--- config.mk ---
export PLATFORM = sky130hd
export DESIGN_NAME = pdp_lane
export DESIGN_NICKNAME = d
export VERILOG_FILES = /design/src/pdp_pkg.sv /design/src/pdp_lane.sv
export SDC_FILE = /design/constraint.sdc
export NUM_CORES = 2
export LEC_CHECK = 0
export BUFFER_PORTS_ARGS = -buffer_cell sky130_fd_sc_hd__buf_2
export CAP_MARGIN = 20
export CORE_UTILIZATION = 45
export CTS_CLUSTER_DIAMETER = 120
export CTS_CLUSTER_SIZE = 24
export DETAILED_ROUTE_END_ITERATION = 8
export PLACE_DENSITY = 0.73
export SETUP_SLACK_MARGIN = 0.2
export SLEW_MARGIN = 30
export SYNTH_ARGS = -nofsm -noshare
export SYNTH_HDL_FRONTEND = slang
export SYNTH_SLANG_ARGS = --single-unit
--- constraint.sdc ---
create_clock -name clk -period 21.7 [get_ports clk]
set_input_delay 4.34 -clock clk [delete_from_list [all_inputs] [get_ports clk]]
set_output_delay 4.34 -clock clk [all_outputs]
set_load 0.02 [all_outputs]
--- src/pdp_pkg.sv ---
// Shared types, constants and helpers for the point-to-segment projection block.
package pdp_pkg;

  localparam int CW  = 32;                 // coordinate width
  localparam int FB  = 16;                 // fraction bits
  localparam int QN  = CW + 1;             // quotient bits, top one flags overflow
  localparam int UUW = 2 * CW + 2;         // dot-product accumulator width
  localparam int NW  = UUW + FB + 2;       // dividend width
  localparam int DW  = UUW + 1;            // divisor width
  localparam int RW  = (NW > DW + CW) ? NW : DW + CW;  // remainder width

  typedef logic signed [CW-1:0] coord_t;
  typedef logic signed [CW:0]   diff_t;
  typedef logic [CW:0]          mag_t;
  typedef logic [UUW-1:0]       acc_t;
  typedef logic [RW-1:0]        rem_t;
  typedef logic [DW-1:0]        dvs_t;
  typedef logic [QN-1:0]        quo_t;

  localparam coord_t COORD_MAX = {1'b0, {(CW-1){1'b1}}};
  localparam coord_t COORD_MIN = {1'b1, {(CW-1){1'b0}}};
  localparam coord_t FRAC_ONE  = coord_t'(1) << FB;

  typedef enum logic [1:0] {
    OP_LINE_3D = 2'b00,
    OP_LINE_XY = 2'b01,
    OP_SEG_3D  = 2'b10
  } op_t;

  typedef enum logic [2:0] {
    MD_INTERP = 3'b001,
    MD_START  = 3'b010,
    MD_END    = 3'b100
  } mode_t;

  typedef struct packed {
    logic [1:0] operation;
    coord_t     start_x;
    coord_t     start_y;
    coord_t     start_z;
    coord_t     end_x;
    coord_t     end_y;
    coord_t     end_z;
    coord_t     point_x;
    coord_t     point_y;
    coord_t     point_z;
  } in_t;

  typedef struct packed {
    coord_t fraction;
    coord_t closest_x;
    coord_t closest_y;
    coord_t closest_z;
    logic   ok;
  } out_t;

  // travels alongside the divider
  typedef struct packed {
    logic             bounded;
    logic             xy;
    logic             neg;
    logic             ok;
    coord_t [2:0]     s;
    diff_t  [2:0]     u;
  } sb_t;

  function automatic mag_t mag_of(diff_t x);
    return x[CW] ? mag_t'(-x) : mag_t'(x);
  endfunction

endpackage

--- src/pdp_lane.sv ---
// One axis of the closest point: fraction times span, rounding and saturation, or start or end point by mode.
module pdp_lane (
  input  logic            clk,
  input  logic            en,
  input  logic            ld,
  input  pdp_pkg::coord_t frac_i,
  input  pdp_pkg::coord_t start_i,
  input  pdp_pkg::diff_t  span_i,
  input  pdp_pkg::mode_t  mode_i,
  output pdp_pkg::coord_t coord_o
);

  localparam int CW = pdp_pkg::CW;
  localparam int FB = pdp_pkg::FB;
  localparam int PW = 2 * CW + 1;
  localparam int MW = PW + 1 - FB;

  logic [CW-1:0]         fmag;
  pdp_pkg::mag_t         umag;
  logic [PW-1:0]         prod_r, prod_nxt;
  logic                  neg_r;
  pdp_pkg::coord_t       start_r, end_r;
  pdp_pkg::mode_t        mode_r;
  logic [PW:0]           rnd;
  logic [MW-1:0]         mq;
  logic                  big;
  logic signed [CW+1:0]  st_w, mq_w, wide_sum;
  pdp_pkg::coord_t       coord_r, coord_nxt;

  assign fmag     = frac_i[CW-1] ? CW'(-frac_i) : CW'(frac_i);
  assign umag     = pdp_pkg::mag_of(span_i);
  assign prod_nxt = PW'(fmag) * PW'(umag);

  always_ff @(posedge clk) begin
    if (en) begin
      prod_r  <= prod_nxt;
      neg_r   <= frac_i[CW-1] ^ span_i[CW];
      start_r <= start_i;
      end_r   <= start_i + pdp_pkg::coord_t'(span_i);
      mode_r  <= mode_i;
    end
  end

  // round half away from zero on the magnitude
  assign rnd      = {1'b0, prod_r} + ((PW+1)'(1) << (FB - 1));
  assign mq       = rnd[PW:FB];
  assign big      = mq > (MW'(1) << CW);
  assign st_w     = (CW+2)'(start_r);
  assign mq_w     = signed'({1'b0, mq[CW:0]});
  assign wide_sum = neg_r ? st_w - mq_w : st_w + mq_w;

  always_comb begin
    case (mode_r)
      pdp_pkg::MD_START: coord_nxt = start_r;
      pdp_pkg::MD_END:   coord_nxt = end_r;
      default: begin
        if (big) begin
          coord_nxt = neg_r ? pdp_pkg::COORD_MIN : pdp_pkg::COORD_MAX;
        end else if (wide_sum > (CW+2)'(pdp_pkg::COORD_MAX)) begin
          coord_nxt = pdp_pkg::COORD_MAX;
        end else if (wide_sum < (CW+2)'(pdp_pkg::COORD_MIN)) begin
          coord_nxt = pdp_pkg::COORD_MIN;
        end else begin
          coord_nxt = wide_sum[CW-1:0];
        end
      end
    endcase
  end

  always_ff @(posedge clk) begin
    if (ld) begin
      coord_r <= coord_nxt;
    end
  end

  assign coord_o = coord_r;

endmodule

==> flow_metrics.py <==
metrics = {
    "floorplanning": {
        "fp.dieW_um": 315.3,
        "die-area_mm2": 0.09944,
        "coreArea_mm2": 0.09699,
        "fp.dieH_um": 315.3,
        "initial_core_util": 0.4555,
        "rows": 114,
        "ios": 135,
    },
    "timing": {
        "maxSlewViolCount": 0,
        "fmax_mhz": 65.70,
        "slew_headroom": 0.2541,
        "rsz0062_at_grt": "false",
        "finalHoldViolCount": 0,
        "holdWs_ps": 565.8,
        "finalSetupTns_ps": 0,
        "tightest_slew_ps": 1113,
        "timing.final.crit_share": 0.7014,
        "period_minus_slack_ps": 15220,
        "setup_slack_ps": 6479,
        "setup_viol_count_final": 0,
        "skew_ps": 14.58,
    },
    "setup_path": {
        "worst-path-stages": 35,
        "critical_path_arrival_ps": 15400,
        "path_common_cell": "fa_1",
        "cp-startpoint": "span_i[0]",
        "crit_slowest_cell": "xor2_2",
        "slowest_delay_ps": 890,
        "crit_buf_inv": 8,
        "crit_path_end_kind": "flip-flop",
        "crit_type": "input pin to flip-flop",
        "rr_endpoint": "coord_o[2]",
        "rrSetupSlack_ps": 15110,
        "cp.required_ps": 21880,
        "startpoint_type": "input pin",
        "crit_end": "prod_r[63]",
        "r2r_cells": 22,
        "crit_fanout": 18,
        "critPathTopFamily": "adder cells",
        "r2r_start": "prod_r[15]",
    },
    "clock_network": {
        "clk_pin_slew_ps": 60,
        "cts-resized-gates": 0,
        "cts.htree.levels": 4,
        "cts_root_buffer": "clkbuf_16",
        "clockBufferDepth": 2,
        "cts.sinks": 150,
        "numCtsBuffers": 17,
        "worst_skew_pair.late_latency_ps": 460,
        "cts_tree": "built",
        "postCtsHoldBufs": 0,
        "cts_setup_buffers": 0,
    },
    "detailed_routing": {
        "antenna_left": 0,
        "dr_wl_met2_mm": 62.41,
        "route.detailed.drc": 26,
        "first_pass_iters": 9,
        "viasPerCell": 5.843,
        "met1_length_mm": 52.70,
        "wl_per_cell_um": 23.22,
        "num_vias": 36417,
        "wl_met3_mm": 20.93,
        "routed_wl_mm": 144.7,
        "highest_layer": "met5",
        "initialDrtViolationCount": 3944,
    },
    "synth": {
        "synth_area_leaders": "fa_1 42%, edfxtp_1 10%, ha_1 9.3%",
        "synth.top_cell.area_share": 0.4200,
        "ys.flop_type": "edfxtp_1",
        "synth_fp_nets": 6221,
        "yosys_warnings": 0,
        "syn_avg_cell_area_um2": 9.087,
        "syn_area_mm2": 0.04418,
        "synth-edff-count": 150,
        "seq_area_frac_synth": 0.1019,
        "yosysTopAreaCell": "fa_1",
        "async_flop_share": 0,
        "syn_inst": 4862,
        "ys_types": 86,
        "ys_ff_latch": 150,
    },
    "layout": {
        "final_nets": 6300,
        "drive_gt1_frac": 0.07813,
        "multiInputGateArea_mm2": 0.03583,
        "area.growth.synth_to_final_pct": 7.717,
        "fillCellCount": 8971,
        "register_area_mm2": 0.004504,
    },
    "global_route": {
        "grtUsageTotal": 0.2965,
        "grt_max_degree": 64,
        "grt_remaining_overflow": 0,
        "first_global_vias": 37604,
        "grt_pass1_wl_mm": 220.9,
        "grt_antenna_before_repair": 9,
    },
    "placement": {
        "dp_slack_ps": 6172,
        "dp_hpwl_mm": 111.0,
        "io_buffers": 134,
        "place.gp.congestion": 0.9786,
    },
    "status": {
        "violations": "design-rule violations",
        "status": "finished with violations",
    },
    "job": {
        "maxCapViolCount": 0,
    },
    "hold_path": {
        "hold_path.class": "flip-flop to flip-flop",
    },
}
per-stage QoR:
stage | cells | area (um^2) | utilization
finish | 6233 | 47590 | 0.4907
global route | 6229 | 47580 | 0.4906
CTS | 6228 | 47540 | 0.4901
detailed placement | 6197 | 46960 | 0.4842
global placement | 6197 | 46940 | 0.4839
floorplan | 4862 | 44180 | -
worst min-delay path by stage:
stage                   start           to  slack, ps  cells past startpoint
floorplan           end_r[31]  coord_o[31]        520                      2
global placement    end_r[21]  coord_o[21]        550                      2
global route        end_r[21]  coord_o[21]        600                      2
CTS                 end_r[21]  coord_o[21]        580                      2
finish              end_r[21]  coord_o[21]        570                      2
detailed placement  end_r[21]  coord_o[21]        560                      2
registers in the layout (all words and copies together), names as in the netlist:
name     cells
prod_r      50
coord_o     32
end_r       32
start_r     32
mode_r       3
neg_r        1
Yosys cell counts, types with 21 or more instances:
cell type / number
nor2b_1: 21
edfxtp_1: 150
a21oi_1: 95
a22oi_1: 34
inv_1: 936
ha_1: 329
nand3_1: 43
nor3_1: 37
clkbuf_1: 160
xor2_1: 120
nand4_1: 31
fa_1: 927
nand2b_1: 26
a21o_1: 76
o21ai_0: 82
xnor2_1: 170
nor2_1: 528
o211ai_1: 24
and2_1: 28
nand2_1: 710
cell families after synthesis:
kind of cell | Yosys count | synth area share
muxes | 11 | 0.002860
and+or+nand+nor | 1536 | 0.1491
AOI/OAI and AO/OA | 488 | 0.07728
adders and majority gates | 1256 | 0.5132
xor gates and xnor gates | 292 | 0.05822
buffers and inverters | 1129 | 0.09739
DFF | 150 | 0.1019
worst reg2reg max path: stages, from the launching register on:
cell and delay [ps]:
edfxtp_1 420, ha_1 450, nand4_2 350, nor2_2 440, o211ai_1 190, a211oi_1 420
nand2_1 180, nor2_1 220, and3_1 220, a21oi_1 80, xor2_1 260, ha_1 350
a21o_1 200, a21o_1 170, a21oi_1 220, nor3b_1 80, a211oi_1 500, a21oi_1 200
a221oi_1 320, xnor2_1 240, o41a_1 170, buf_4 370, o211ai_1 230
cell type report:
| class | count | share of cell area |
|---|---|---|
| clock buffers | 18 | 0.009018 |
| flip-flops and latches | 150 | 0.09464 |
| repair buffers | 253 | 0.03286 |
| diodes | 4 | 0.0002103 |
| inverters | 936 | 0.07382 |
| multi-input cells | 3583 | 0.7528 |
| well taps | 1276 | 0.03355 |
| clock inverters | 13 | 0.003102 |
layer usage:
metal,global-route usage,vias up
li1,-,15226
met1,0.3821,18090
met2,0.4490,2520
met3,0.09970,573
met4,0.1416,8
met5,0,-
cell usage in the layout, fill, tap and decap left out, types with 7 or more instances in the layout:
| cell | n |
|---|---|
| inv_1 | 936 |
| fa_1 | 927 |
| nand2_1 | 710 |
| nor2_1 | 528 |
| ha_1 | 329 |
| edfxtp_1 | 150 |
| xnor2_1 | 143 |
| buf_2 | 133 |
| buf_4 | 119 |
| xor2_1 | 105 |
| a21oi_1 | 95 |
| o21ai_0 | 81 |
| a21o_1 | 76 |
| nand3_1 | 43 |
| nor3_1 | 37 |
| a22oi_1 | 34 |
| nand4_1 | 31 |
| and2_1 | 28 |
| nand2b_1 | 26 |
| o211ai_1 | 24 |
| xnor2_2 | 23 |
| nor2b_1 | 21 |
| o21a_1 | 20 |
| and3_1 | 20 |
| a31oi_1 | 19 |
| or3_1 | 18 |
| o31ai_1 | 17 |
| clkbuf_16 | 17 |
| a211oi_1 | 14 |
| nor4_1 | 13 |
| xor2_2 | 12 |
| or4_1 | 10 |
| o211ai_2 | 10 |
| o41ai_1 | 9 |
| o21bai_1 | 9 |
| a31o_2 | 8 |
| or2_2 | 7 |
Power is not shown: default switching activity piles up to over one toggle a cycle in this logic, so the estimate is an artifact.
