--- src/pdp_pkg.sv ---
// Shared types, constants and helpers for the point-to-segment projection block.
package pdp_pkg;

  localparam int CW  = 32;                 // coordinate width
  localparam int FB  = 16;                 // fraction bits
  localparam int QN  = CW + 1;             // quotient bits, top one flags overflow
  localparam int UUW = 2 * CW + 2;         // dot-product accumulator width
  localparam int NW  = UUW + FB + 2;       // dividend width
  localparam int DW  = UUW + 1;            // divisor width
  localparam int RW  = (NW > DW + CW) ? NW : DW + CW;  // remainder width

  typedef logic signed [CW-1:0] coord_t;
  typedef logic signed [CW:0]   diff_t;
  typedef logic [CW:0]          mag_t;
  typedef logic [UUW-1:0]       acc_t;
  typedef logic [RW-1:0]        rem_t;
  typedef logic [DW-1:0]        dvs_t;
  typedef logic [QN-1:0]        quo_t;

  localparam coord_t COORD_MAX = {1'b0, {(CW-1){1'b1}}};
  localparam coord_t COORD_MIN = {1'b1, {(CW-1){1'b0}}};
  localparam coord_t FRAC_ONE  = coord_t'(1) << FB;

  typedef enum logic [1:0] {
    OP_LINE_3D = 2'b00,
    OP_LINE_XY = 2'b01,
    OP_SEG_3D  = 2'b10
  } op_t;

  typedef enum logic [2:0] {
    MD_INTERP = 3'b001,
    MD_START  = 3'b010,
    MD_END    = 3'b100
  } mode_t;

  typedef struct packed {
    logic [1:0] operation;
    coord_t     start_x;
    coord_t     start_y;
    coord_t     start_z;
    coord_t     end_x;
    coord_t     end_y;
    coord_t     end_z;
    coord_t     point_x;
    coord_t     point_y;
    coord_t     point_z;
  } in_t;

  typedef struct packed {
    coord_t fraction;
    coord_t closest_x;
    coord_t closest_y;
    coord_t closest_z;
    logic   ok;
  } out_t;

  // travels alongside the divider
  typedef struct packed {
    logic             bounded;
    logic             xy;
    logic             neg;
    logic             ok;
    coord_t [2:0]     s;
    diff_t  [2:0]     u;
  } sb_t;

  function automatic mag_t mag_of(diff_t x);
    return x[CW] ? mag_t'(-x) : mag_t'(x);
  endfunction

endpackage

--- src/pdp_div_cell.sv ---
// One restoring-division cell: a single quotient bit per clock while en is high.
module pdp_div_cell #(
  parameter int SH = 0
) (
  input  logic          clk,
  input  logic          rst_n,
  input  logic          en,
  input  logic          vld_i,
  input  pdp_pkg::rem_t rem_i,
  input  pdp_pkg::dvs_t dvs_i,
  input  pdp_pkg::quo_t quo_i,
  input  pdp_pkg::sb_t  sb_i,
  output logic          vld_o,
  output pdp_pkg::rem_t rem_o,
  output pdp_pkg::dvs_t dvs_o,
  output pdp_pkg::quo_t quo_o,
  output pdp_pkg::sb_t  sb_o
);

  logic                    vld_r;
  pdp_pkg::rem_t           rem_r, rem_nxt;
  pdp_pkg::dvs_t           dvs_r;
  pdp_pkg::quo_t           quo_r, quo_nxt;
  pdp_pkg::sb_t            sb_r;
  pdp_pkg::rem_t           trial;
  logic [pdp_pkg::RW:0]    diff;
  logic                    take;

  assign trial   = pdp_pkg::rem_t'(dvs_i) << SH;
  assign diff    = {1'b0, rem_i} - {1'b0, trial};
  assign take    = ~diff[pdp_pkg::RW];
  assign rem_nxt = take ? diff[pdp_pkg::RW-1:0] : rem_i;
  assign quo_nxt = {quo_i[pdp_pkg::QN-2:0], take};

  always_ff @(posedge clk) begin
    if (!rst_n) begin
      vld_r <= 1'b0;
    end else if (en) begin
      vld_r <= vld_i;
    end
  end

  always_ff @(posedge clk) begin
    if (en) begin
      rem_r <= rem_nxt;
      dvs_r <= dvs_i;
      quo_r <= quo_nxt;
      sb_r  <= sb_i;
    end
  end

  assign vld_o = vld_r;
  assign rem_o = rem_r;
  assign dvs_o = dvs_r;
  assign quo_o = quo_r;
  assign sb_o  = sb_r;

endmodule

--- config.mk ---
export PLATFORM = sky130hd
export DESIGN_NAME = pdp_div_cell
export DESIGN_NICKNAME = d
export VERILOG_FILES = /design/src/pdp_pkg.sv /design/src/pdp_div_cell.sv
export SDC_FILE = /design/constraint.sdc
export NUM_CORES = 1
export LEC_CHECK = 0
export ABC_AREA = 1
export BUFFER_PORTS_ARGS = -buffer_cell sky130_fd_sc_hd__buf_2
export CAP_MARGIN = 20
export CORE_AREA = 4 4 309 311
export DETAILED_ROUTE_END_ITERATION = 10
export DIE_AREA = 0 0 313 315
export HOLD_SLACK_MARGIN = 0.12
export PLACE_DENSITY = 0.44
export SYNTH_ARGS = -nofsm -noshare
export SYNTH_HDL_FRONTEND = slang
export SYNTH_SLANG_ARGS = --single-unit
--- constraint.sdc ---
create_clock -name clk -period 3 [get_ports clk]
set_clock_uncertainty 0.2 [all_clocks]
set_input_delay 0.45 -clock clk [delete_from_list [all_inputs] [get_ports clk]]
set_output_delay 0.45 -clock clk [all_outputs]
set_load 0.1 [all_outputs]
==> metrics.txt, run 1 <==
run status=finished with violations; failing checks=setup timing; Post-Syn Area per Cell=8.43 µm²; Final Critical Period=3.01 ns; HPWL after DPL=102 mm; share of post-route cells with drive strength above 1=0.309; Worst Max-Slew Pin Slew=approximately 0.7 ns; M1 GR Usage=0.284; DIE AREA=98600 µm²; slowest stage delay, CP=around 0.55 ns; Max Clk Rate=0.333 GHz; Critical Path RT=around 3.2 ns; I/O pins=801; Nets=approximately 4600; met2 Use GR=0.421; RSZ-0062 raised after global routing=yes; pwr/cell area=580 nW/µm²; Gate Count Post-Synth=2580; Synth Cell Area=21800 µm²; IO Port Bufs=799; largest net degree at the start of global routing=70; Vias=around 23000; CP Max Fanout=19; endpoints failing setup=3; hold crit path type=input port to register; # DRC=0; Placer Congestion=0.953; clock-pin transition on the worst setup and hold timing paths=0.06 ns; critical path class=input port to register; total wire length=122 mm; clk root buf=clkbuf_16; max_slew headroom=0.523; Synth area leader=edfxtp_1; CTS Sinks=399; initial cell density of the core=0.235; VDD IR max=0.340 mV; setup ws final=-0.00596 ns; dpl cell area=29700 µm²; Die H=315 µm; Global Route Usage Sum=0.237; Yosys cell types=39; P&R area growth vs syn=64.0%; first-pass GRT wire length=between 150 and 200 mm; Min-Delay Path Depth=3; vias in the first global route=22765; Critical Path AT=3.17 ns; Final Max Tran Viols=0; core region area=92800 µm²; switching share of power=0.413; Worst R2R Start=vld_o; hold_sp=rem_i[67]; Flop pwr share=0.334; global route total overflow=0; Crit. End Element=register; maxcap violations=0; CP dominant cell by count=nand2_1; most common cell after layout, fill and taps aside=nand2_1; initial DRC count=roughly 1400; antenna violations before repair=22; Seq/Total Area, Yosys=0.550; syn nets=3050; NetSw=approximately 0.0085 W; Worst Hold End=rem_o[67]; cell row count=112; worst hold slack=0.171 ns; Critical R2R Capture=vld_o; CTS tree=built; 1st-pass router iterations=5; grt peak-use layer=met2; Die X=around 310 µm; largest cells by area after synthesis=edfxtp_1, nand2_1, inv_1; Final Cell Area=approximately 36000 µm²; final hold violation count=0; H-tree Lvls=2; vias per cell=4.18; placed instance count=4934; Skew-Pair Late Insertion Delay=0.61 ns; Num CTS Buffers=50; most frequent cells in the layout=nand2_1, buf_2, inv_1; Internal Power=approximately 0.012 W; CTS Buffer Depth=3; Comb pwr share=0.368; routing usage on met3=0.0557; DR WL/cell=22.4 µm; Final period util=1.00; CP max-delay cell=dlygate4sd3_1; ANT nets after route=0; static leakage=17.5 nW; area share of the largest cell type after synthesis=0.549; CP startpoint kind=input port; Worst R2R Setup Slack=1.61 ns; flops & latches, synth=399; Non-Filler Instances=5439; CP cell instances=dlygate4sd3_1 -> buf_2 -> ha_1 -> nand2_1 -> inv_1 -> nand2_1 -> nand2_1 -> a21oi_1 -> buf_4 -> o21bai_1 -> nand2_1 -> nand2_1 -> nor2_2 -> nand2_4 -> inv_8 -> buf_16 -> buf_4 -> a21oi_2; clock share of power=0.298; fill count=9757; Synth warnings=0; Reg2Reg Depth=3
-- synth_stat cells (all sizes together) --
cell type  count
clkinv         1
nand4         40
ha            67
and2           5
nor3b          3
inv          520
xor2          11
edfxtp       398
or2            5
a21oi         86
o21bai         7
nand3         88
fa             1
o21a           1
a21boi         1
xnor2         34
o21ai         52
a21o           1
nor4           2
nor2         218
nor3          25
nand3b         7
clkbuf         1
dfxtp          1
nand2        983
buf           16
and3           6
-- registers in the layout, summed over array words and instances, names as in the netlist --
name / count
rem_o: 99
vld_o: 1
dvs_o: 67
quo_o: 33
sb_o: 199
-- power groups by stage --
| stage | clock network, W | registers [W] | logic, W |
|---|---|---|---|
| 6_report | 0.00617 | 0.00690 | 0.00763 |
| 5_1_grt | 0.00659 | 0.00695 | 0.00797 |
| 4_1_cts | 0.00637 | 0.00691 | 0.00765 |
| 3_5_place_dp | 0 | 0.00701 | 0.00718 |
| 3_3_place_gp | 0 | 0.00701 | 0.00718 |
| 2_1_floorplan | 0 | 0.0107 | 0.00117 |
-- worst max path at each step --
stage                   start        end  cells after the start
floorplan            rem_i[0]  rem_o[64]                     17
global placement     rem_i[0]  rem_o[42]                     16
detailed placement   rem_i[0]  rem_o[42]                     16
CTS                 rem_i[40]  rem_o[68]                     18
global route        dvs_i[66]  rem_o[69]                     16
finish              rem_i[42]  rem_o[68]                     18
-- metrics by stage --
stage	total power (W)	util	setup TNS, ns	setup slack, ns
6_report	0.0207	0.385	-0.0133	-0.00596
5_1_grt	0.0215	0.384	-0.500	-0.0703
4_1_cts	0.0209	0.381	0	0.000975
3_5_place_dp	0.0142	0.321	-10.35	-0.291
3_3_place_gp	0.0142	0.321	-8.84	-0.303
2_1_floorplan	0.0119	-	0	0.383
-- cells by family after synthesis --
family | share of synthesized area
buffers and inverters | 0.0966
adders and majority gates | 0.0394
AOI/OAI and AO/OA | 0.0407
and+or+nand+nor | 0.255
DFF | 0.550
xor gates and xnor gates | 0.0181
-- worst max-delay path, delay by kind of cell --
kind | cells | cell delay (ns)
compound gates | 3 | 0.26
simple gates | 7 | 0.66
buf+inv | 7 | 1.43
fa+ha+maj | 1 | 0.33
-- metal layers --
layer | up-vias | routed length (µm)
li1 | 11254 | -
met1 | 10576 | 49500
met2 | 712 | 60200
met3 | 168 | 7640
met4 | 8 | 4530
met5 | - | 47
-- cell type report --
cell class,instances,area [µm²],area share
diodes,12,30.0,0.000842
clock buffers,60,1310,0.0367
clock inverters,30,333,0.00933
inverters,521,1960,0.0550
multi-input cells,1643,7880,0.221
flip-flops and latches,399,12000,0.336
well taps,1254,1570,0.0440
repair buffers,1520,10600,0.298
-- what timing repair did --
action / 4_1_cts / 5_1_grt
hold buffers: 397 / 3
buffers inserted: 0 / 1
endpoints found under the hold margin: 430 / 2
setup endpoints to repair: 0 / 100
resized for setup: 0 / 57
(Power assumes the default switching activity.)
==> inputs of run 2 (changes only) <==
--- a/config.mk
+++ b/config.mk
@@ -13,6 +13,7 @@
 export DIE_AREA = 0 0 313 315
 export HOLD_SLACK_MARGIN = 0.12
 export PLACE_DENSITY = 0.44
+export REMOVE_ABC_BUFFERS = 1
 export SYNTH_ARGS = -nofsm -noshare
 export SYNTH_HDL_FRONTEND = slang
 export SYNTH_SLANG_ARGS = --single-unit
==> run 2 against run 1 <==
Compared with the run above: the flow now finishes without violations; sequential power is essentially flat; non-clock buffer count decreased by 13; critical path depth is 2 lower; clock power hardly changed.
==> metrics.txt, run 2 (same netlist as run 1, synthesis figures left out) <==
run status=finished clean; antenna violations before repair=28; ANT nets after route=0; P&R area growth vs syn=64.6%; setup ws final=0.0189 ns; Critical Path RT=3.16 ns; VDD IR max=0.402 mV; clk root buf=clkbuf_16; critical path class=input port to register; Global Route Usage Sum=0.238; hold_sp=rem_i[33]; HPWL after DPL=102 mm; Setup crit end=rem_o[72]; I/O pins=~800; total wire length=roughly 120 mm; CP startpoint kind=input port; Worst R2R Start=vld_o; vias in the first global route=between 20000 and 25000; Max Clk Rate=0.335 GHz; final hold violation count=0; share of post-route cells with drive strength above 1=0.316; largest net degree at the start of global routing=65; CP Max Fanout=18; RSZ-0062 raised after global routing=yes; IO Port Bufs=approximately 800; Critical Path AT=3.15 ns; Nets=4592; Vias=22775; first-pass GRT wire length=166 mm; Critical R2R Capture=vld_o; CP delay by family, top=buffers and inverters; Crit. End Element=register; most common cell after layout, fill and taps aside=nand2_1; maxcap violations=0; Reg2Reg Depth=3; Num CTS Buffers=49; Bufs and invs on worst path=6; Placer Congestion=0.929; core region area=92800 µm²; Worst Max-Slew Pin Slew=0.747 ns; Final Max Tran Viols=0; Final Critical Period=2.98 ns; Critical Path Stages=16; clock-pin transition on the worst setup and hold timing paths=approximately 0.05 ns; H-tree Lvls=2; 1st-pass router iterations=5; Setup crit start=dvs_i[26]; max_slew headroom=0.505; CP dominant cell by count=nand2_1; pwr/cell area=roughly 580 nW/µm²; global route total overflow=0; CP max-delay cell=dlygate4sd3_1; # DRC=0; final core occ=0.386; CTS tree=built; DIE AREA=98600 µm²; hold crit path type=input port to register; cell row count=112; initial cell density of the core=0.235; Die H=315 µm; max reg flops=approximately 200; DR WL/cell=22.7 µm; initial DRC count=approximately 1500; CTS Sinks=approximately 400; CTS Buffer Depth=3; Final period util=0.994; static leakage=17.4 nW; CP cell instances=dlygate4sd3_1 -> buf_2 -> inv_1 -> ha_1 -> nand2_1 -> inv_1 -> nand2_1 -> nand2_1 -> o21bai_2 -> a21oi_1 -> nand2_2 -> nand2_4 -> nand2_8 -> inv_16 -> buf_16 -> a21oi_2; dpl ws=-0.228 ns; Worst R2R Setup Slack=1.59 ns; Die X=313 µm; endpoints failing setup=0; most frequent cells in the layout=nand2_1, buf_2, inv_1; vias per cell=approximately 4.2; slowest stage delay, CP=about 0.53 ns; Skew-Pair Late Insertion Delay=approximately 0.62 ns
[run 2: cell types whose count changed in the layout (fill, tap and decap cells not counted), moves of 6 or more]
cell and change:
buf_4 -17, nand2_2 +16, ha_1 -7, nor2_2 +10, nor2_1 -12, a21oi_1 -6
nand2_1 -15
[run 2: worst reg2reg max path: cells and delay by family, from the launching register on]
| family | cells | cell delay, ns |
|---|---|---|
| compound gates | 2 | 0.21 |
| buf+inv | 1 | 0.57 |
| flops | 1 | 0.31 |
[run 2: cell type report]
| type | count | area [µm²] |
|---|---|---|
| Antenna cell | 12 | 30.0 |
| Clock buffer | 58 | 1280 |
| Clock inverter | 33 | 344 |
| Fill cell | 9765 | 57000 |
| Inverter | 521 | 1970 |
| Multi-Input combinational cell | 1643 | 8050 |
| Sequential cell | 399 | 12000 |
| Tap cell | 1254 | 1570 |
| Timing Repair Buffer | 1507 | 10600 |
| Timing Repair inverter | 1 | 8.76 |
[run 2: worst min-delay path by stage]
stage | slack, ns | depth (start not counted) | end
6_report | 0.21 | 4 | rem_o[33]
5_1_grt | 0.21 | 4 | rem_o[67]
4_1_cts | 0.16 | 4 | rem_o[33]
3_5_place_dp | 0.34 | 2 | vld_o
3_3_place_gp | 0.32 | 2 | vld_o
2_1_floorplan | 0.34 | 1 | vld_o
[run 2: metrics by stage]
stage | TNS [ns] | power, W | hold slack (ns) | cells | cell area [µm²]
after floorplan | -59.05 | 0.0119 | 0.343 | 2563 | 21600
after global routing | -0.652 | 0.0216 | 0.212 | 5424 | 35800
final | 0 | 0.0207 | 0.213 | 5428 | 35800
after CTS | 0 | 0.0209 | 0.155 | 5408 | 35200
after global placement | -6.63 | 0.0142 | 0.321 | 4918 | 29600
after detailed placement | -6.71 | 0.0142 | 0.337 | 4918 | 29600
[run 2: timing repair]
action,in CTS,in global routing
setup endpoints to repair,0,98
resized for setup,0,114
endpoints found under the hold margin,438,0
hold buffers,399,0
setup buffers,0,1
[run 2: power breakdown]
part / switching, W / total (W) / internal (W)
Sequential: 0.000149 / 0.00690 / 0.00675
Clock: 0.00257 / 0.00615 / 0.00358
Combinational: 0.00590 / 0.00767 / 0.00178
[run 2: layer usage]
metal,routed length (µm),GRT usage,vias up
met4,4370,0.0753,10
met5,71,0,-
met3,8690,0.0587,158
met2,60400,0.419,710
met1,49800,0.285,10656
li1,-,-,11241
